==> config.mk <==
export PLATFORM = sky130hd
export DESIGN_NAME = expression_token_scanner
export DESIGN_NICKNAME = d
export VERILOG_FILES = /design/src/rtl/etc_pkg.sv /design/src/rtl/etc_ram.sv /design/src/rtl/etc_front.sv /design/src/rtl/etc_cmd_fifo.sv /design/src/rtl/etc_back.sv /design/src/rtl/expression_token_scanner.sv
export SDC_FILE = /design/constraint.sdc
export NUM_CORES = 1
export LEC_CHECK = 0
export ABC_AREA = 1
export BUFFER_PORTS_ARGS = -buffer_cell sky130_fd_sc_hd__buf_2
export CORE_AREA = 2 2 287 260
export DETAILED_ROUTE_END_ITERATION = 10
export DIE_AREA = 0 0 289 262
export MAX_ROUTING_LAYER = met4
export PLACE_DENSITY = 0.76
export SYNTH_ARGS = -nofsm -noshare
export SYNTH_HDL_FRONTEND = slang
export SYNTH_HIERARCHICAL = 1
export SYNTH_SLANG_ARGS = --single-unit
==> constraint.sdc <==
create_clock -name clk_i -period 4.4 [get_ports clk_i]
set_clock_uncertainty 0.05 [all_clocks]
set_input_delay 0.66 -clock clk_i [delete_from_list [all_inputs] [get_ports clk_i]]
set_output_delay 0.66 -clock clk_i [all_outputs]
set_load 0.05 [all_outputs]
==> src/rtl/etc_pkg.sv <==
// Shared types, constants and character-class helpers for the expression token scanner.
// Used by every rtl file but etc_ram; depends on nothing.
package etc_pkg;

  // Sizing
  localparam int unsigned LexemeLimit  = 32;
  localparam int unsigned PositionBits = 16;
  localparam int unsigned LexMax       = LexemeLimit - 1;
  localparam int unsigned LenW         = $clog2(LexemeLimit);
  localparam int unsigned AddrW        = LenW + 1;
  localparam int unsigned FifoDepth    = 4;
  localparam int unsigned FifoPtrW     = $clog2(FifoDepth);
  localparam int unsigned FifoCntW     = $clog2(FifoDepth + 1);
  localparam bit          LimitAbove1  = (LexMax > 1);

  typedef logic [PositionBits-1:0] pos_t;
  typedef logic [LenW-1:0]         len_t;
  typedef logic [AddrW-1:0]        addr_t;

  localparam pos_t PosMax = '1;
  localparam pos_t PosOne = pos_t'(1);
  localparam len_t LenMax = len_t'(LexMax);

  // Characters of interest
  localparam logic [7:0] ChUnder   = 8'h5F;
  localparam logic [7:0] ChNewline = 8'h0A;
  localparam logic [7:0] ChPlus    = 8'h2B;
  localparam logic [7:0] ChMinus   = 8'h2D;
  localparam logic [7:0] ChStar    = 8'h2A;
  localparam logic [7:0] ChSlash   = 8'h2F;
  localparam logic [7:0] ChLParen  = 8'h28;
  localparam logic [7:0] ChRParen  = 8'h29;
  localparam logic [7:0] ChEquals  = 8'h3D;
  localparam logic [7:0] ChSemi    = 8'h3B;
  localparam logic [7:0] ChDollar  = 8'h24;

  typedef enum logic [3:0] {
    KIND_ID        = 4'd0,
    KIND_NUMBER    = 4'd1,
    KIND_PLUS      = 4'd2,
    KIND_MINUS     = 4'd3,
    KIND_MULTIPLY  = 4'd4,
    KIND_DIVIDE    = 4'd5,
    KIND_LPAREN    = 4'd6,
    KIND_RPAREN    = 4'd7,
    KIND_ASSIGN    = 4'd8,
    KIND_SEMICOLON = 4'd9,
    KIND_EOF       = 4'd10,
    KIND_UNKNOWN   = 4'd11
  } tok_kind_e;

  typedef enum logic [1:0] {
    CLS_NONE,
    CLS_ID,
    CLS_NUM
  } cls_e;

  typedef enum logic {
    FRONT_IDLE,
    FRONT_SECOND
  } front_state_e;

  typedef enum logic [1:0] {
    BACK_IDLE,
    BACK_READ,
    BACK_WAIT,
    BACK_SINGLE
  } back_state_e;

  // Channel payloads
  typedef struct packed {
    logic [7:0] text_byte;
    logic       end_of_text;
  } in_item_t;

  typedef struct packed {
    tok_kind_e   token_kind;
    logic [15:0] start_line;
    logic [15:0] start_column;
    logic [4:0]  char_position;
    logic [7:0]  lexeme_byte;
    logic        token_done;
    logic        run_done;
  } out_item_t;

  // Command from front to back: either replay a buffered token or send one character
  typedef struct packed {
    logic       is_flush;
    logic       last;
    tok_kind_e  kind;
    pos_t       line;
    pos_t       col;
    logic [7:0] chr;
    len_t       len;
    logic       bank;
  } cmd_t;

  typedef struct packed {
    logic empty;
    logic room2;
  } fifo_stat_t;

  typedef struct packed {
    logic       en;
    addr_t      addr;
    logic [7:0] data;
  } ram_wr_t;

  typedef struct packed {
    logic  en;
    addr_t addr;
  } ram_rd_t;

  function automatic logic is_space(logic [7:0] c);
    return c inside {8'd32, [8'd9:8'd13]};
  endfunction

  function automatic logic is_digit(logic [7:0] c);
    return c inside {[8'h30:8'h39]};
  endfunction

  function automatic logic is_alpha(logic [7:0] c);
    return c inside {[8'h61:8'h7A], [8'h41:8'h5A]};
  endfunction

  function automatic tok_kind_e op_kind(logic [7:0] c);
    tok_kind_e k;
    case (c)
      ChPlus:   k = KIND_PLUS;
      ChMinus:  k = KIND_MINUS;
      ChStar:   k = KIND_MULTIPLY;
      ChSlash:  k = KIND_DIVIDE;
      ChLParen: k = KIND_LPAREN;
      ChRParen: k = KIND_RPAREN;
      ChEquals: k = KIND_ASSIGN;
      ChSemi:   k = KIND_SEMICOLON;
      default:  k = KIND_UNKNOWN;
    endcase
    return k;
  endfunction

  function automatic pos_t sat_inc(pos_t v);
    return (v == PosMax) ? v : v + PosOne;
  endfunction

  // Fit a position or index into a fixed output field
  function automatic logic [15:0] pos_field(pos_t v);
    logic [31:0] w;
    w = 32'(v);
    return w[15:0];
  endfunction

  function automatic logic [4:0] idx_field(len_t v);
    logic [31:0] w;
    w = 32'(v);
    return w[4:0];
  endfunction

endpackage

==> src/rtl/etc_ram.sv <==
// Generic simple dual-port RAM, one write and one registered read port.
// No dependencies.
module etc_ram #(
  parameter int unsigned AW = 6,
  parameter int unsigned DW = 8
) (
  input  logic          clk_i,
  input  logic          wr_en_i,
  input  logic [AW-1:0] wr_addr_i,
  input  logic [DW-1:0] wr_data_i,
  input  logic          rd_en_i,
  input  logic [AW-1:0] rd_addr_i,
  output logic [DW-1:0] rd_data_o
);

  logic [DW-1:0] mem_q [2**AW];
  logic [DW-1:0] rd_data_q;

  always_ff @(posedge clk_i) begin
    if (wr_en_i) begin
      mem_q[wr_addr_i] <= wr_data_i;
    end
  end

  always_ff @(posedge clk_i) begin
    if (rd_en_i) begin
      rd_data_q <= mem_q[rd_addr_i];
    end
  end

  assign rd_data_o = rd_data_q;

endmodule

==> src/rtl/etc_front.sv <==
// Front end: accepts input beats, classifies characters, tracks position and
// builds tokens in the character RAM. Issues commands to the back end. Uses etc_pkg.
module etc_front (
  input  logic                clk_i,
  input  logic                rst_ni,
  input  logic                in_valid_i,
  output logic                in_ready_o,
  input  etc_pkg::in_item_t   in_i,
  output logic                push_o,
  output etc_pkg::cmd_t       cmd_o,
  input  etc_pkg::fifo_stat_t fifo_stat_i,
  input  logic                flush_done_i,
  output etc_pkg::ram_wr_t    ram_wr_o
);

  etc_pkg::front_state_e state_q, state_d;
  etc_pkg::cls_e         cls_q, cls_d;
  etc_pkg::len_t         len_q, len_d;
  etc_pkg::pos_t         tok_line_q, tok_line_d, tok_col_q, tok_col_d;
  etc_pkg::pos_t         cur_line_q, cur_line_d, cur_col_q, cur_col_d;
  logic                  bank_q, bank_d;
  logic                  busy_q, busy_d;
  etc_pkg::cmd_t         cmd_b_q, cmd_b_d;

  logic          accept;
  logic [7:0]    c;
  logic          eot, word, ext, pre_flush, single, append, append_start, limit_hit;
  logic          wr_bank, has_tail;
  etc_pkg::len_t new_len;
  etc_pkg::cls_e word_cls;
  etc_pkg::cmd_t pre_cmd, tail_cmd, cmd_a;

  // Classification of the offered beat
  assign c            = in_i.text_byte;
  assign eot          = in_i.end_of_text;
  assign word         = etc_pkg::is_alpha(c) | etc_pkg::is_digit(c) | (c == etc_pkg::ChUnder);
  assign ext          = !eot && (((cls_q == etc_pkg::CLS_ID) && word) ||
                                 ((cls_q == etc_pkg::CLS_NUM) && etc_pkg::is_digit(c)));
  assign pre_flush    = !ext && (cls_q != etc_pkg::CLS_NONE);
  assign single       = eot || (!etc_pkg::is_space(c) && !word);
  assign append       = !eot && (ext || word);
  assign append_start = append && !ext;
  assign new_len      = (append_start ? '0 : len_q) + etc_pkg::len_t'(1);
  assign limit_hit    = append && (new_len == etc_pkg::LenMax);
  assign has_tail     = single || limit_hit;
  assign wr_bank      = bank_q ^ pre_flush;
  assign word_cls     = ext ? cls_q :
                        (etc_pkg::is_digit(c) ? etc_pkg::CLS_NUM : etc_pkg::CLS_ID);

  // Ready: one beat at a time, room for two commands, and a flush only when
  // the other RAM bank has finished its replay
  assign in_ready_o = (state_q == etc_pkg::FRONT_IDLE) && fifo_stat_i.room2 &&
                      (!busy_q || ((cls_q == etc_pkg::CLS_NONE) && etc_pkg::LimitAbove1));
  assign accept     = in_valid_i && in_ready_o;

  // Next state
  always_comb begin
    state_d = state_q;
    case (state_q)
      etc_pkg::FRONT_IDLE: begin
        if (accept && pre_flush && has_tail) begin
          state_d = etc_pkg::FRONT_SECOND;
        end
      end
      etc_pkg::FRONT_SECOND: begin
        state_d = etc_pkg::FRONT_IDLE;
      end
      default: state_d = etc_pkg::FRONT_IDLE;
    endcase
  end

  // Command building
  always_comb begin
    pre_cmd.is_flush = 1'b1;
    pre_cmd.last     = !has_tail;
    pre_cmd.kind     = (cls_q == etc_pkg::CLS_NUM) ? etc_pkg::KIND_NUMBER : etc_pkg::KIND_ID;
    pre_cmd.line     = tok_line_q;
    pre_cmd.col      = tok_col_q;
    pre_cmd.chr      = c;
    pre_cmd.len      = len_q;
    pre_cmd.bank     = bank_q;

    tail_cmd.last     = 1'b1;
    tail_cmd.bank     = wr_bank;
    tail_cmd.len      = etc_pkg::LenMax;
    if (single) begin
      tail_cmd.is_flush = 1'b0;
      tail_cmd.kind     = eot ? etc_pkg::KIND_EOF : etc_pkg::op_kind(c);
      tail_cmd.line     = cur_line_q;
      tail_cmd.col      = cur_col_q;
      tail_cmd.chr      = eot ? etc_pkg::ChDollar : c;
    end else begin
      // token cut at the lexeme limit
      tail_cmd.is_flush = 1'b1;
      tail_cmd.kind     = (word_cls == etc_pkg::CLS_NUM) ? etc_pkg::KIND_NUMBER :
                                                            etc_pkg::KIND_ID;
      tail_cmd.line     = append_start ? cur_line_q : tok_line_q;
      tail_cmd.col      = append_start ? cur_col_q : tok_col_q;
      tail_cmd.chr      = c;
    end

    cmd_a   = pre_flush ? pre_cmd : tail_cmd;
    cmd_b_d = (accept && pre_flush && has_tail) ? tail_cmd : cmd_b_q;
  end

  // Outputs to queue and RAM
  always_comb begin
    push_o = 1'b0;
    cmd_o  = cmd_a;
    case (state_q)
      etc_pkg::FRONT_IDLE: begin
        push_o = accept && (pre_flush || has_tail);
      end
      etc_pkg::FRONT_SECOND: begin
        push_o = 1'b1;
        cmd_o  = cmd_b_q;
      end
      default: push_o = 1'b0;
    endcase
    ram_wr_o.en   = accept && append;
    ram_wr_o.addr = {wr_bank, (append_start ? etc_pkg::len_t'(0) : len_q)};
    ram_wr_o.data = c;
  end

  // Token and position state
  always_comb begin
    cls_d      = cls_q;
    len_d      = len_q;
    tok_line_d = tok_line_q;
    tok_col_d  = tok_col_q;
    cur_line_d = cur_line_q;
    cur_col_d  = cur_col_q;
    bank_d     = bank_q;
    busy_d     = (busy_q && !flush_done_i) || (push_o && cmd_o.is_flush);
    if (accept) begin
      bank_d = bank_q ^ pre_flush ^ limit_hit;
      if (eot) begin
        cls_d      = etc_pkg::CLS_NONE;
        len_d      = '0;
        tok_line_d = etc_pkg::PosOne;
        tok_col_d  = etc_pkg::PosOne;
        cur_line_d = etc_pkg::PosOne;
        cur_col_d  = etc_pkg::PosOne;
      end else if (append) begin
        cls_d     = limit_hit ? etc_pkg::CLS_NONE : word_cls;
        len_d     = limit_hit ? '0 : new_len;
        cur_col_d = etc_pkg::sat_inc(cur_col_q);
        if (append_start) begin
          tok_line_d = cur_line_q;
          tok_col_d  = cur_col_q;
        end
      end else begin
        cls_d = etc_pkg::CLS_NONE;
        len_d = '0;
        if (etc_pkg::is_space(c)) begin
          if (c == etc_pkg::ChNewline) begin
            cur_line_d = etc_pkg::sat_inc(cur_line_q);
            cur_col_d  = etc_pkg::PosOne;
          end else begin
            cur_col_d = etc_pkg::sat_inc(cur_col_q);
          end
        end else begin
          tok_line_d = cur_line_q;
          tok_col_d  = cur_col_q;
          cur_col_d  = etc_pkg::sat_inc(cur_col_q);
        end
      end
    end
  end

  always_ff @(posedge clk_i or negedge rst_ni) begin
    if (!rst_ni) begin
      state_q    <= etc_pkg::FRONT_IDLE;
      cls_q      <= etc_pkg::CLS_NONE;
      len_q      <= '0;
      tok_line_q <= etc_pkg::PosOne;
      tok_col_q  <= etc_pkg::PosOne;
      cur_line_q <= etc_pkg::PosOne;
      cur_col_q  <= etc_pkg::PosOne;
      bank_q     <= 1'b0;
      busy_q     <= 1'b0;
    end else begin
      state_q    <= state_d;
      cls_q      <= cls_d;
      len_q      <= len_d;
      tok_line_q <= tok_line_d;
      tok_col_q  <= tok_col_d;
      cur_line_q <= cur_line_d;
      cur_col_q  <= cur_col_d;
      bank_q     <= bank_d;
      busy_q     <= busy_d;
    end
  end

  // Held second command, payload only
  always_ff @(posedge clk_i) begin
    cmd_b_q <= cmd_b_d;
  end

endmodule

==> src/rtl/etc_cmd_fifo.sv <==
// Small command queue between front and back end.
// Uses etc_pkg for the command type and depth.
module etc_cmd_fifo (
  input  logic                clk_i,
  input  logic                rst_ni,
  input  logic                push_i,
  input  etc_pkg::cmd_t       cmd_i,
  input  logic                pop_i,
  output etc_pkg::cmd_t       head_o,
  output etc_pkg::fifo_stat_t stat_o
);

  etc_pkg::cmd_t                  slot_q [etc_pkg::FifoDepth];
  logic [etc_pkg::FifoPtrW-1:0]   wr_ptr_q, wr_ptr_d, rd_ptr_q, rd_ptr_d;
  logic [etc_pkg::FifoCntW-1:0]   count_q, count_d;

  // Pointer and occupancy update
  always_comb begin
    wr_ptr_d = push_i ? wr_ptr_q + 1'b1 : wr_ptr_q;
    rd_ptr_d = pop_i  ? rd_ptr_q + 1'b1 : rd_ptr_q;
    count_d  = count_q;
    if (push_i && !pop_i) begin
      count_d = count_q + 1'b1;
    end else if (!push_i && pop_i) begin
      count_d = count_q - 1'b1;
    end
  end

  always_ff @(posedge clk_i or negedge rst_ni) begin
    if (!rst_ni) begin
      wr_ptr_q <= '0;
      rd_ptr_q <= '0;
      count_q  <= '0;
    end else begin
      wr_ptr_q <= wr_ptr_d;
      rd_ptr_q <= rd_ptr_d;
      count_q  <= count_d;
    end
  end

  always_ff @(posedge clk_i) begin
    if (push_i) begin
      slot_q[wr_ptr_q] <= cmd_i;
    end
  end

  assign head_o       = slot_q[rd_ptr_q];
  assign stat_o.empty = (count_q == '0);
  assign stat_o.room2 = (count_q <= etc_pkg::FifoCntW'(etc_pkg::FifoDepth - 2));

endmodule

==> src/rtl/etc_back.sv <==
// Back end: pops commands, replays buffered tokens from the character RAM and
// drives the registered result beat. Uses etc_pkg.
module etc_back (
  input  logic                 clk_i,
  input  logic                 rst_ni,
  input  etc_pkg::cmd_t        head_i,
  input  etc_pkg::fifo_stat_t  fifo_stat_i,
  output logic                 pop_o,
  output etc_pkg::ram_rd_t     ram_rd_o,
  input  logic [7:0]           rd_data_i,
  output logic                 flush_done_o,
  output logic                 out_valid_o,
  input  logic                 out_ready_i,
  output etc_pkg::out_item_t   out_o
);

  etc_pkg::back_state_e state_q, state_d;
  etc_pkg::cmd_t        cmd_q, cmd_d;
  etc_pkg::len_t        idx_q, idx_d;
  logic                 out_valid_q, out_valid_d;
  etc_pkg::out_item_t   out_q, out_d;

  logic slot_free, last_char, load;

  assign slot_free = !out_valid_q || out_ready_i;
  assign last_char = (idx_q == etc_pkg::len_t'(cmd_q.len - etc_pkg::len_t'(1)));

  // Next state
  always_comb begin
    state_d = state_q;
    case (state_q)
      etc_pkg::BACK_IDLE: begin
        if (!fifo_stat_i.empty) begin
          state_d = head_i.is_flush ? etc_pkg::BACK_READ : etc_pkg::BACK_SINGLE;
        end
      end
      etc_pkg::BACK_READ: begin
        state_d = etc_pkg::BACK_WAIT;
      end
      etc_pkg::BACK_WAIT: begin
        if (slot_free) begin
          state_d = last_char ? etc_pkg::BACK_IDLE : etc_pkg::BACK_READ;
        end
      end
      etc_pkg::BACK_SINGLE: begin
        if (slot_free) begin
          state_d = etc_pkg::BACK_IDLE;
        end
      end
      default: state_d = etc_pkg::BACK_IDLE;
    endcase
  end

  // Outputs and datapath
  always_comb begin
    pop_o         = 1'b0;
    ram_rd_o.en   = 1'b0;
    ram_rd_o.addr = {cmd_q.bank, idx_q};
    load          = 1'b0;
    flush_done_o  = 1'b0;
    cmd_d         = cmd_q;
    idx_d         = idx_q;
    case (state_q)
      etc_pkg::BACK_IDLE: begin
        pop_o = !fifo_stat_i.empty;
        if (!fifo_stat_i.empty) begin
          cmd_d = head_i;
          idx_d = '0;
        end
      end
      etc_pkg::BACK_READ: begin
        ram_rd_o.en = 1'b1;
      end
      etc_pkg::BACK_WAIT: begin
        load         = slot_free;
        flush_done_o = slot_free && last_char;
        if (slot_free && !last_char) begin
          idx_d = idx_q + etc_pkg::len_t'(1);
        end
      end
      etc_pkg::BACK_SINGLE: begin
        load = slot_free;
      end
      default: load = 1'b0;
    endcase

    out_d.token_kind    = cmd_q.kind;
    out_d.start_line    = etc_pkg::pos_field(cmd_q.line);
    out_d.start_column  = etc_pkg::pos_field(cmd_q.col);
    out_d.char_position = etc_pkg::idx_field(idx_q);
    out_d.lexeme_byte   = (state_q == etc_pkg::BACK_WAIT) ? rd_data_i : cmd_q.chr;
    out_d.token_done    = (state_q == etc_pkg::BACK_SINGLE) || last_char;
    out_d.run_done      = cmd_q.last && out_d.token_done;
    if (!load) begin
      out_d = out_q;
    end
    out_valid_d = load || (out_valid_q && !out_ready_i);
  end

  always_ff @(posedge clk_i or negedge rst_ni) begin
    if (!rst_ni) begin
      state_q     <= etc_pkg::BACK_IDLE;
      out_valid_q <= 1'b0;
    end else begin
      state_q     <= state_d;
      out_valid_q <= out_valid_d;
    end
  end

  always_ff @(posedge clk_i) begin
    cmd_q <= cmd_d;
    idx_q <= idx_d;
    out_q <= out_d;
  end

  assign out_valid_o = out_valid_q;
  assign out_o       = out_q;

endmodule

==> src/rtl/expression_token_scanner.sv <==
// Top level of the expression token scanner: front end, command queue, two-bank
// character RAM and back end. Uses etc_pkg, etc_front, etc_cmd_fifo, etc_ram, etc_back.
//
//   channel | direction | handshake            | beat payload
//   in      | input     | in_valid_i/in_ready_o | etc_pkg::in_item_t  (byte, end marker)
//   out     | output    | out_valid_o/out_ready_i | etc_pkg::out_item_t (one lexeme char)
//
// Front end: one input beat per cycle, but a beat that closes a pending token and
// also yields an operator, unknown or EOF result holds input during FRONT_SECOND.
// Back end: takes a command in IDLE, then per lexeme character a RAM read (READ) and
// an output load (WAIT); a single character is loaded in SINGLE, then back to IDLE.
// Input stalls while the queue lacks room for two commands, or while a replay runs
// and a token is pending in the other bank. Result stalls add to the back end time.
// Reset is asynchronous, active low; the character RAM needs no clearing.
module expression_token_scanner (
  input  logic               clk_i,
  input  logic               rst_ni,
  input  logic               in_valid_i,
  output logic               in_ready_o,
  input  etc_pkg::in_item_t  in_i,
  output logic               out_valid_o,
  input  logic               out_ready_i,
  output etc_pkg::out_item_t out_o
);

  logic                push, pop, flush_done;
  etc_pkg::cmd_t       cmd, head;
  etc_pkg::fifo_stat_t fifo_stat;
  etc_pkg::ram_wr_t    ram_wr;
  etc_pkg::ram_rd_t    ram_rd;
  logic [7:0]          rd_data;

  etc_front u_front (
    .clk_i        (clk_i),
    .rst_ni       (rst_ni),
    .in_valid_i   (in_valid_i),
    .in_ready_o   (in_ready_o),
    .in_i         (in_i),
    .push_o       (push),
    .cmd_o        (cmd),
    .fifo_stat_i  (fifo_stat),
    .flush_done_i (flush_done),
    .ram_wr_o     (ram_wr)
  );

  etc_cmd_fifo u_fifo (
    .clk_i  (clk_i),
    .rst_ni (rst_ni),
    .push_i (push),
    .cmd_i  (cmd),
    .pop_i  (pop),
    .head_o (head),
    .stat_o (fifo_stat)
  );

  etc_ram #(
    .AW (etc_pkg::AddrW),
    .DW (8)
  ) u_ram (
    .clk_i     (clk_i),
    .wr_en_i   (ram_wr.en),
    .wr_addr_i (ram_wr.addr),
    .wr_data_i (ram_wr.data),
    .rd_en_i   (ram_rd.en),
    .rd_addr_i (ram_rd.addr),
    .rd_data_o (rd_data)
  );

  etc_back u_back (
    .clk_i        (clk_i),
    .rst_ni       (rst_ni),
    .head_i       (head),
    .fifo_stat_i  (fifo_stat),
    .pop_o        (pop),
    .ram_rd_o     (ram_rd),
    .rd_data_i    (rd_data),
    .flush_done_o (flush_done),
    .out_valid_o  (out_valid_o),
    .out_ready_i  (out_ready_i),
    .out_o        (out_o)
  );

endmodule

Yosys cells after proc, flatten, opt, wreduce, memory -nomap -nowiden
Memory sizes are Yosys's and may differ from the RTL's. A register that Yosys moved wholly into a read port is not among the register bits.
Cells that the tools add are included.
{"block": "word_totals", "out_inout_bits": 53, "word_cells": 214, "ram_bits": 720, "n_memories": 2, "ff_bits": 237}
{"memory": "u_ram.mem_q", "words": 64, "width": 8, "rd": 1, "rd_ports_with_merged_regs": 1, "write_ports": 1, "line_no": "etc_ram.sv:16", "source": "logic [DW-1:0] mem_q [2**AW];"}
{"memory": "u_fifo.slot_q", "words": 4, "width": 52, "rd": 1, "rd_ports_with_merged_regs": 0, "write_ports": 1, "line_no": "etc_cmd_fifo.sv:13", "source": "etc_pkg::cmd_t slot_q [etc_pkg::FifoDepth];"}
{"block": "op_classes", "n_addsub": 9, "n_bitwise": 6, "mux": 59, "order_cmp": 9, "n_eq_ne": 28, "reduce_logical": 66}
{"cell": "16-bit 2-to-1 mux", "n": 18}
{"cell": "52-bit 2-to-1 mux", "n": 2}
{"cell": "8-bit by 6-bit equality test with 1-bit output (second input constant)", "n": 9}
{"cell": "44-bit 2-to-1 mux", "n": 1}
{"cell": "16-bit by 1-bit adder with 16-bit output (second input constant)", "n": 2}
{"cell": "16-bit equality test (second input constant)", "n": 2}
{"cell": "4-bit case mux with 8 select lines", "n": 1}
{"cell": "5-bit 2-to-1 mux", "n": 6}
{"cell": "1-bit logical AND", "n": 27}
{"cell": "2-bit 2-to-1 mux", "n": 9}
{"cell": "8-bit by 7-bit greater-or-equal comparator with 1-bit output (second input constant)", "n": 2}
{"cell": "8-bit by 7-bit less-or-equal comparator with 1-bit output (second input constant)", "n": 2}
{"cell": "8-bit 2-to-1 mux", "n": 2}
{"cell": "2-bit nonzero test", "n": 7}
{"cell": "1-bit zero test", "n": 13}
{"cell": "1-bit 2-to-1 mux", "n": 13}
{"cell": "5-bit by 1-bit adder with 5-bit output (second input constant)", "n": 2}
{"cell": "1-bit logical OR", "n": 10}
{"cell": "5-bit case mux with 2 select lines", "n": 1}
{"cell": "2-bit equality test (second input constant)", "n": 4}
{"cell": "8-bit by 4-bit equality test with 1-bit output (second input constant)", "n": 1}
{"cell": "8-bit by 7-bit equality test with 1-bit output (second input constant)", "n": 1}
{"cell": "8-bit by 4-bit greater-or-equal comparator with 1-bit output (second input constant)", "n": 1}
{"cell": "8-bit by 6-bit greater-or-equal comparator with 1-bit output (second input constant)", "n": 1}
{"cell": "other kinds (26)", "n": 40}

Longest topological paths before layout
Gate-level depths: netlist of run 1.
{"block": "depth", "word_depth": 23, "ltp_mapped": 28}

Hierarchy
Netlist of run 1, hierarchy kept.
{"module": "etc_ram", "cells_per_inst": 1805, "n_inst": 1, "area_per_inst_um2": 21419.3, "seq_area_each_um2": 15615.0}
{"module": "etc_cmd_fifo", "cells_per_inst": 654, "n_inst": 1, "area_per_inst_um2": 8609.5, "seq_area_each_um2": 6421.2}
{"module": "etc_front", "cells_per_inst": 917, "n_inst": 1, "area_per_inst_um2": 7303.3, "seq_area_each_um2": 3238.1}
{"module": "etc_back", "cells_per_inst": 221, "n_inst": 1, "area_per_inst_um2": 3782.4, "seq_area_each_um2": 3288.2}

Least setup slack after synthesis of run 1
OpenSTA, ideal clock, no wires.
{"block": "synth_timing", "kind": "input-to-reg", "start": "input in_i[2] (netlist name)", "end": "register u_front/cmd_b_q[0] (netlist name) (enable)", "setup_slack_ps": -620, "path_stages": 16, "arrival_ps": 4520, "setup_ps": 450, "path_cell_list": "buf_6 o21ai_0 nand4_1 nand4_4 clkbuf_1 nand2_1 inv_1 ha_1 inv_1 nand2_1 nand3_1 nor2_4 nand3_2 nand2_2 nand2_2 nor2_1"}
{"item": "from (decl)", "line_no": "expression_token_scanner.sv:20", "source": "input etc_pkg::in_item_t in_i,"}
{"item": "to (signal assigned)", "line_no": "etc_front.sv:197", "source": "cmd_b_q <= cmd_b_d;"}
{"item": "to (decl)", "line_no": "etc_front.sv:23", "source": "etc_pkg::cmd_t cmd_b_q, cmd_b_d;"}

==> metrics.txt, run 1 <==
# TYPE chip_impl_metric gauge
chip_impl_info{name="critical_setup_path_kind",value="in -> reg"} 1
chip_impl_info{name="min-delay-path-class",value="in -> async"} 1
chip_impl_metric{name="power.share.clock",unit="%"} 25.9
chip_impl_metric{name="clkSinkCount",unit=""} 965
chip_impl_info{name="yosys-top-cells-area",value="edfxtp_1 (64%), nand2_1 (9.9%), nand3_1 (5.8%)"} 1
chip_impl_metric{name="synth_largest_type_area_fraction",unit="%"} 64.3
chip_impl_metric{name="post_synth_mux_area_share",unit="%"} 0
chip_impl_metric{name="cts_max_level",unit=""} 3
chip_impl_metric{name="setup_total_negative_slack",unit="ns"} 0
chip_impl_metric{name="postSynth.asyncResetShare",unit="%"} 8.70
chip_impl_metric{name="placement_rows",unit=""} 94
chip_impl_metric{name="areaGrowthSynthToFinish",unit="%"} 10.2
chip_impl_metric{name="timing.max_slew.rel_slack",unit="%"} 32.5
chip_impl_metric{name="post-cts-setup-buffer-count",unit=""} 0
chip_impl_metric{name="syn-mean-instance-area",unit="µm²"} 11.4
chip_impl_metric{name="detail_route.iter0.violations",unit=""} 3752
chip_impl_metric{name="final_critical_path_setup_slack",unit="ns"} 0.898
chip_impl_metric{name="crit_buf_inv",unit=""} 5
chip_impl_metric{name="global_route.overflow_total",unit=""} 0
chip_impl_metric{name="layout_min_cycle_time",unit="ns"} 3.50
chip_impl_metric{name="worst-r2r-setup-slack",unit="ns"} 0.94
chip_impl_info{name="rsz0062_at_grt",value="false"} 1
chip_impl_metric{name="critPathMaxFanout",unit=""} 13
chip_impl_metric{name="floorplan.core_area",unit="µm²"} 72700
chip_impl_metric{name="setup_viol",unit=""} 0
chip_impl_metric{name="via_per_instance_ratio",unit=""} 5.85
chip_impl_metric{name="p_leak",unit="nW"} 17.1
chip_impl_metric{name="io_buffer_count",unit=""} 65
chip_impl_metric{name="count_of_state_elements_after_synthesis",unit=""} 965
chip_impl_metric{name="timing_worst_slew_pin_value",unit="ns"} 1.01
chip_impl_info{name="endpoint_kind_of_the_worst_setup_timing_path",value="flop"} 1
chip_impl_metric{name="synth-compound-area-share",unit="%"} 5.55
chip_impl_metric{name="cell_internal_power",unit="mW"} 19.4
chip_impl_metric{name="die_height",unit="µm"} 262
chip_impl_metric{name="combPwrFrac",unit="%"} 33.2
chip_impl_metric{name="synth_fa_ha_area_share",unit="%"} 0.383
chip_impl_metric{name="layout.cells.non_filler",unit=""} 4682
chip_impl_metric{name="post-place-cells",unit=""} 4502
chip_impl_metric{name="max-clock-path-buffers",unit=""} 3
chip_impl_metric{name="cts_inserted_buffers",unit=""} 95
chip_impl_metric{name="switching_share",unit="%"} 38.0
chip_impl_metric{name="routedWlPerCell",unit="µm"} 20.5
chip_impl_metric{name="max_cap_violation_count",unit=""} 0
chip_impl_metric{name="worstRegToRegCells",unit=""} 8
chip_impl_metric{name="power_density",unit="nW/µm²"} 691
chip_impl_metric{name="clk_latency",unit="ns"} 0.66
chip_impl_metric{name="netlist_instances",unit=""} 3597
chip_impl_metric{name="drive_gt1_share",unit="%"} 10.1
chip_impl_metric{name="slew_viol_final",unit=""} 0
chip_impl_info{name="crit_path_top_delay_cell",value="o21ai_0"} 1
chip_impl_info{name="main_flop_type_after_synthesis",value="edfxtp_1"} 1
chip_impl_metric{name="worst-path-stages",unit=""} 17
chip_impl_info{name="tritoncts",value="built"} 1
chip_impl_info{name="reg2reg_to",value="u_ram/mem_q[37][5]"} 1
chip_impl_metric{name="finalNetCount",unit=""} 3664
chip_impl_metric{name="pin_count_of_the_biggest_net_entering_global_routing",unit=""} 134
chip_impl_metric{name="worst-endpoint-required",unit="ns"} 4.73
chip_impl_info{name="setup.worst_path.start_class",value="input port"} 1
chip_impl_metric{name="number_of_flops_mapped_to_enable_cells_by_yosys",unit=""} 881
chip_impl_info{name="synth_largest_area_cell",value="edfxtp_1"} 1
chip_impl_metric{name="antenna_found_initial",unit=""} 0
chip_impl_metric{name="cp_slowest_stage_delay",unit="ns"} 0.34
chip_impl_metric{name="detailedPlace.worstSlack",unit="ns"} 0.301
chip_impl_metric{name="yosysUniqueCellTypes",unit=""} 52
chip_impl_metric{name="nFillCells",unit=""} 5378
chip_impl_metric{name="top_level_ports",unit=""} 66
chip_impl_metric{name="synthesis.nets",unit=""} 3622
chip_impl_info{name="critical_path.top_delay_family",value="simple AND/OR/NAND/NOR gates"} 1
chip_impl_metric{name="clk_pin_slew_worst_paths",unit="ns"} 0.06
chip_impl_metric{name="synthSimpleGateAreaFrac",unit="%"} 18.3
chip_impl_metric{name="max_freq",unit="GHz"} 0.286
chip_impl_info{name="reg2reg_start",value="u_fifo/count_q[1]"} 1
chip_impl_metric{name="share_seq_of_total_power",unit="%"} 40.9
chip_impl_metric{name="post_cts.resized_instances",unit=""} 0
chip_impl_metric{name="initial_utilization",unit="%"} 56.6
chip_impl_metric{name="grt_use_total",unit="%"} 26.4
chip_impl_metric{name="worst_ep_arrival_time",unit="ns"} 3.84
chip_impl_metric{name="fp.dieArea",unit="µm²"} 75700
chip_impl_metric{name="finalPower",unit="mW"} 31.3
chip_impl_info{name="crit_path_end",value="u_fifo/slot_q[1][13]"} 1
chip_impl_metric{name="synth_xor_area_share",unit="%"} 0.320
chip_impl_metric{name="ys_warn_count",unit=""} 6
chip_impl_metric{name="post-route-util",unit="%"} 62.3
chip_impl_metric{name="pre_antenna_drt_iters",unit=""} 6
chip_impl_metric{name="cts_hold_repair_buffers",unit=""} 0
chip_impl_info{name="worst_setup_path_startpoint",value="in_i[2]"} 1
chip_impl_metric{name="drt_wl_total",unit="µm"} 96100
chip_impl_metric{name="drcViolationCount",unit=""} 0
chip_impl_info{name="result_of_the_run",value="complete, no violations"} 1
chip_impl_metric{name="finalHoldViolations",unit=""} 0
chip_impl_metric{name="floorplan.die.width",unit="µm"} 289
chip_impl_info{name="combinational_family_with_the_most_area_after_synthesis",value="simple AND/OR/NAND/NOR gates"} 1
chip_impl_info{name="cts.root.buffer_cell",value="clkbuf_16"} 1
chip_impl_metric{name="post_route_clock_period_utilization",unit="%"} 79.6
chip_impl_metric{name="ant_nets",unit=""} 0
chip_impl_metric{name="via_count_of_the_first_global_routing_pass",unit=""} 25600
chip_impl_info{name="crit_path_cell_trace",value="buf_2 -> o21ai_0 -> nand4_1 -> nand4_4 -> nand2_1 -> inv_1 -> ha_1 -> inv_1 -> o311ai_0 -> nand2_1 -> nand3_2 -> nand2_2 -> nand2_2 -> nand2_2 -> nand2_1 -> clkinvlp_4 -> buf_4"} 1
chip_impl_metric{name="routabilityCongestion",unit=""} 0.958
chip_impl_metric{name="grt_first_pass_wirelength",unit="µm"} 147000
chip_impl_metric{name="power_switching",unit="mW"} 11.9
chip_impl_metric{name="synth_seq_area_share",unit="%"} 69.5
chip_impl_metric{name="detailroute.via_count",unit=""} 27400
chip_impl_metric{name="vdd.ir_drop.worst",unit="mV"} 0.585
chip_impl_metric{name="hpwlAfterDp",unit="µm"} 57500
chip_impl_metric{name="post_synth_instance_area",unit="µm²"} 41100
power by group through the flow:
stage	registers, mW	clock network, mW	logic (mW)
final	12.8	8.09	10.4
after global routing	13.0	8.50	11.4
after CTS	12.8	8.18	10.2
after detailed placement	13.0	0	10.2
after global placement	13.0	0	9.94
after floorplan	13.4	0	6.84
cells by family (layout without fill, tap and decap cells):
family          after synthesis  in the layout
compound gates              348            348
xor+xnor                     15             15
fa+ha+maj                    12             12
buf+inv                     494            617
flops                       965            965
other cells                   0              2
simple gates               1763           1763
worst register-to-register path, cell delays in order, from the launching register on:
cell	delay [ns]
dfrtp_1	0.43
a21oi_1	0.39
nand2_2	0.12
a21oi_4	0.23
nand2_4	0.15
nor2_1	0.61
nand4_1	0.25
buf_4	0.27
nor2_1	0.58
through the flow:
step	hold WS [ns]	instance area, µm²
after CTS	0.0738	45300
after detailed placement	0.355	42100
after global placement	0.352	42100
after global routing	0.102	45300
after floorplan	0.314	41100
final	0.0648	45300
placed cells by master (no fill, tap or decap), types with 14 or more instances in the layout:
master / n
nand4_1: 23
nor2_1: 109
clkbuf_1: 21
o21ai_1: 57
o211ai_1: 106
nor3_1: 14
edfxtp_1: 881
buf_2: 64
o21ai_0: 67
o221ai_1: 32
clkinv_1: 18
inv_2: 14
clkbuf_16: 96
dfrtp_1: 78
o22ai_1: 42
buf_4: 73
inv_1: 265
nand2_1: 1083
a21oi_1: 14
nand3_1: 475
synth_stat cells, types with 23 or more instances:
| library cell | count |
|---|---|
| o211ai_1 | 106 |
| nor2_1 | 113 |
| o21ai_0 | 67 |
| buf_4 | 34 |
| o21ai_1 | 57 |
| nand3_1 | 475 |
| nand2_1 | 1083 |
| nand4_1 | 23 |
| clkbuf_1 | 38 |
| inv_1 | 270 |
| edfxtp_1 | 881 |
| dfrtp_1 | 80 |
| buf_6 | 44 |
| o221ai_1 | 32 |
| buf_2 | 77 |
| o22ai_1 | 42 |
layout make-up:
cell class	instances	area (µm²)	area share (%)
Sequential cell	965	28600	63.1
Multi-Input combinational cell	2138	10100	22.4
Clock buffer	124	2580	5.69
Tap cell	960	1200	2.65
Timing Repair Buffer	150	1130	2.49
Inverter	289	1120	2.48
Clock inverter	54	569	1.26
Antenna cell	2	5.00	0.0110
per-layer routing:
metal | vias to the layer above | part of all wire [%] | GRT usage [%] | wire length, µm
met5 | - | 0 | - | 0
met4 | 0 | 1.9 | 5.76 | 1830
met3 | 150 | 11 | 5.65 | 10300
met2 | 1357 | 45 | 38.4 | 43200
met1 | 13300 | 42 | 38.5 | 40800
li1 | 12600 | - | - | -
sequential cells by signal (all words and copies together) (netlist names), 2 cells and up:
name / flops
u_ram/mem_q: 512
u_front/tok_line_q: 16
u_front/len_q: 5
u_ram/rd_data_o: 8
u_back/out_o: 51
u_fifo/slot_q: 208
u_front/cls_q: 2
u_front/cmd_b_q: 46
u_front/tok_col_q: 16
u_fifo/rd_ptr_q: 2
u_front/cur_line_q: 16
u_back/state_q: 2
u_back/cmd_q: 50
u_front/cur_col_q: 16
u_fifo/wr_ptr_q: 2
u_fifo/count_q: 3
u_back/idx_q: 5
worst min path at each step:
stage	from	to	slack [ns]
4_1_cts	rst_ni	u_fifo/rd_ptr_q[0]	0.07
6_report	rst_ni	u_fifo/rd_ptr_q[0]	0.06
5_1_grt	rst_ni	u_back/out_valid_o	0.10
2_1_floorplan	rst_ni	u_back/out_valid_o	0.31
3_5_place_dp	u_back/cmd_q[15]	u_back/out_o[16]	0.35
3_3_place_gp	u_back/cmd_q[49]	u_back/out_o[50]	0.35
No activity file was read; power rests on OpenSTA's default activity.
==> inputs of run 2 (changes only) <==
CORE_AREA = 2 2 279 254   (was 2 2 287 260)
DIE_AREA = 0 0 281 256   (was 0 0 289 262)
clock period = 3.3 ns   (was 4.4 ns; I/O delays follow)
==> metrics.txt, run 2 (same netlist as run 1, synthesis figures left out) <==
# TYPE chip_impl_metric gauge
chip_impl_info{name="reg2reg_start",value="u_front/cls_q[0]"} 1
chip_impl_metric{name="routedWlPerCell",unit="µm"} 20.8
chip_impl_info{name="crit_path_top_delay_cell",value="dfrtp_1"} 1
chip_impl_metric{name="post_route_clock_period_utilization",unit="%"} 88.1
chip_impl_metric{name="areaGrowthSynthToFinish",unit="%"} 12.7
chip_impl_info{name="reg2reg_to",value="u_fifo/count_q[2]"} 1
chip_impl_metric{name="clk_pin_slew_worst_paths",unit="ns"} 0.06
chip_impl_metric{name="fp.dieArea",unit="µm²"} 71900
chip_impl_metric{name="place_area",unit="µm²"} 43300
chip_impl_info{name="result_of_the_run",value="complete, no violations"} 1
chip_impl_metric{name="top_level_ports",unit=""} 66
chip_impl_metric{name="cts_inserted_buffers",unit=""} 94
chip_impl_metric{name="final_critical_path_setup_slack",unit="ns"} 0.394
chip_impl_metric{name="worst_ep_arrival_time",unit="ns"} 3.38
chip_impl_info{name="cts.root.buffer_cell",value="clkbuf_16"} 1
chip_impl_info{name="setup.worst_path.start_class",value="flop"} 1
chip_impl_metric{name="layout_min_cycle_time",unit="ns"} 2.91
chip_impl_metric{name="largest_reg_flops",unit=""} 512
chip_impl_metric{name="drcViolationCount",unit=""} 0
chip_impl_metric{name="setup_viol",unit=""} 0
chip_impl_metric{name="postLayoutCellArea",unit="µm²"} 46300
chip_impl_metric{name="antenna_found_initial",unit=""} 5
chip_impl_metric{name="post-route-util",unit="%"} 67.0
chip_impl_metric{name="detail_route.iter0.violations",unit=""} 4167
chip_impl_info{name="crit_path_cell_trace",value="inv_2 -> nand4_1 -> nand4_4 -> nand2_2 -> inv_2 -> ha_4 -> nand3_2 -> nor2_1 -> nand2_1 -> nand2_1 -> nand3_2 -> nand2_2 -> nand2_4 -> nand2_4 -> ha_1 -> inv_1 -> fa_1 -> nand2_1 -> nand3_1 -> nand2_1 -> nand2_1"} 1
chip_impl_metric{name="io_buffer_count",unit=""} 65
chip_impl_metric{name="vdd.ir_drop.worst",unit="mV"} 0.552
chip_impl_metric{name="hpwlAfterDp",unit="µm"} 60100
chip_impl_info{name="mostFrequentLayoutCell",value="nand2_1"} 1
chip_impl_metric{name="grt_first_pass_wirelength",unit="µm"} 152000
chip_impl_metric{name="via_per_instance_ratio",unit=""} 5.90
chip_impl_metric{name="nFillCells",unit=""} 4776
chip_impl_metric{name="max_freq",unit="GHz"} 0.344
chip_impl_metric{name="clk_latency",unit="ns"} 0.65
chip_impl_metric{name="worst-r2r-setup-slack",unit="ns"} 0.39
chip_impl_metric{name="floorplan.core_area",unit="µm²"} 69200
chip_impl_info{name="hold-path-endpoint",value="u_front/cmd_b_q[12]"} 1
chip_impl_metric{name="max-clock-path-buffers",unit=""} 3
chip_impl_metric{name="detailroute.via_count",unit=""} 28200
chip_impl_metric{name="timing.max_slew.rel_slack",unit="%"} 30.7
chip_impl_metric{name="routabilityCongestion",unit=""} 0.912
chip_impl_metric{name="slew_viol_final",unit=""} 0
chip_impl_metric{name="pin_count_of_the_biggest_net_entering_global_routing",unit=""} 134
chip_impl_info{name="rsz0062_at_grt",value="false"} 1
chip_impl_info{name="endpoint_kind_of_the_worst_setup_timing_path",value="flop"} 1
chip_impl_info{name="commonest_cells_after_routing_fill_and_taps_aside",value="nand2_1 (1076), edfxtp_1 (881), nand3_1 (473)"} 1
chip_impl_metric{name="p_leak",unit="nW"} 17.8
chip_impl_metric{name="worstRegToRegCells",unit=""} 21
chip_impl_metric{name="drive_gt1_share",unit="%"} 13.1
chip_impl_metric{name="floorplan.die.width",unit="µm"} 281
chip_impl_metric{name="setup_total_negative_slack",unit="ns"} 0
chip_impl_metric{name="ant_nets",unit=""} 0
chip_impl_info{name="tritoncts",value="built"} 1
chip_impl_metric{name="die_height",unit="µm"} 256
chip_impl_metric{name="drt_wl_total",unit="µm"} 99700
chip_impl_info{name="timing.critical_path.mode_cell",value="nand2_1"} 1
chip_impl_metric{name="worst-endpoint-required",unit="ns"} 3.77
chip_impl_metric{name="post_cts.resized_instances",unit=""} 0
chip_impl_info{name="min-delay-path-class",value="in -> reg"} 1
chip_impl_metric{name="initial_utilization",unit="%"} 59.4
chip_impl_info{name="timing.hold.worst.start",value="in_i[7]"} 1
chip_impl_metric{name="power_density",unit="nW/µm²"} 915
chip_impl_metric{name="max_cap_violation_count",unit=""} 0
chip_impl_metric{name="via_count_of_the_first_global_routing_pass",unit=""} 26600
chip_impl_metric{name="cts_max_level",unit=""} 3
chip_impl_metric{name="pre_antenna_drt_iters",unit=""} 6
chip_impl_metric{name="detailedPlace.worstSlack",unit="ns"} -0.0674
chip_impl_metric{name="timing_worst_slew_pin_value",unit="ns"} 1.04
chip_impl_metric{name="grt_use_total",unit="%"} 28.6
chip_impl_metric{name="finalHoldViolations",unit=""} 0
chip_impl_metric{name="finalNetCount",unit=""} 3786
chip_impl_metric{name="placement_rows",unit=""} 92
chip_impl_info{name="critical_setup_path_kind",value="reg -> reg"} 1
chip_impl_metric{name="global_route.overflow_total",unit=""} 0
chip_impl_metric{name="critPathMaxFanout",unit=""} 5
chip_impl_metric{name="cp_slowest_stage_delay",unit="ns"} 0.40
chip_impl_metric{name="hold-path-cell-count",unit=""} 3
chip_impl_info{name="largest_register",value="u_ram/mem_q"} 1
chip_impl_metric{name="clkSinkCount",unit=""} 965
==> run 2: cell types whose count changed in the layout (fill, tap and decap cells not counted), moves of 6 or more <==
cell,delta
buf_4,+111
buf_12,+11
clkbuf_1,+11
nor4_1,-8
nor4_2,+8
nand2_1,-7
nand2_4,+7
clkbuf_8,-6
clkinvlp_4,-6
==> run 2: cell type report <==
class	count	area [µm²]	area share, %
antenna	5	12.5	0.0270
clock inverter	46	499	1.08
timing repair buffer	273	2190	4.73
sequential	965	28600	61.6
inverter	289	1120	2.42
tap	940	1180	2.54
clock buffer	128	2510	5.42
multi-input combinational	2138	10300	22.2
==> run 2: power by group <==
| part | total, mW | leakage (nW) | internal, mW | switching (mW) |
|---|---|---|---|---|
| Combinational | 14.8 | 7.19 | 4.14 | 10.7 |
| Clock | 10.5 | 1.46 | 6.05 | 4.47 |
| Sequential | 17.0 | 9.11 | 16.1 | 0.975 |
| Total | 42.4 | 17.8 | 26.3 | 16.2 |
==> run 2: metal layers <==
| layer | wire [µm] | vias to the layer above | share of wire (%) | global-route usage, % |
|---|---|---|---|---|
| met5 | 0 | - | 0 | - |
| met4 | 2080 | 0 | 2.1 | 7.71 |
| met3 | 11600 | 180 | 12 | 4.77 |
| met2 | 45100 | 1585 | 45 | 41.5 |
| met1 | 40900 | 13600 | 41 | 42.2 |
| li1 | - | 12800 | - | - |
==> run 2: worst max-delay path by stage <==
stage / from / cells after the start / to / slack [ns]
after floorplan: in_i[7] / 19 / u_fifo/slot_q[1][0] / -0.34
final: u_front/cls_q[0] / 21 / u_fifo/count_q[2] / 0.39
after global placement: in_i[7] / 24 / u_fifo/count_q[2] / -0.003
after CTS: u_front/cls_q[0] / 21 / u_fifo/count_q[2] / 0.42
after global routing: u_front/cls_q[0] / 21 / u_fifo/count_q[2] / 0.13
after detailed placement: in_i[7] / 24 / u_fifo/count_q[2] / -0.07
==> run 2: critical path, delay by kind of cell (launching register included) <==
kind | cells | cell delay [ns]
fa+ha+maj | 3 | 0.68
buf+inv | 3 | 0.27
flops | 1 | 0.40
simple gates | 15 | 1.40
==> run 2: metrics by stage <==
| stage | hold slack (ns) | power [mW] | std cells |
|---|---|---|---|
| 5_1_grt | 0.197 | 44.3 | 4781 |
| 6_report | 0.193 | 42.4 | 4784 |
| 4_1_cts | 0.157 | 42.3 | 4779 |
| 3_3_place_gp | 0.351 | 31.3 | 4604 |
| 3_5_place_dp | 0.355 | 31.7 | 4604 |
| 2_1_floorplan | 0.149 | 27.1 | 3597 |
==> run 2: timing repair <==
item	CTS	global route
endpoints found under the hold margin	42	0
setup buffers	0	0
hold buffers	1	0
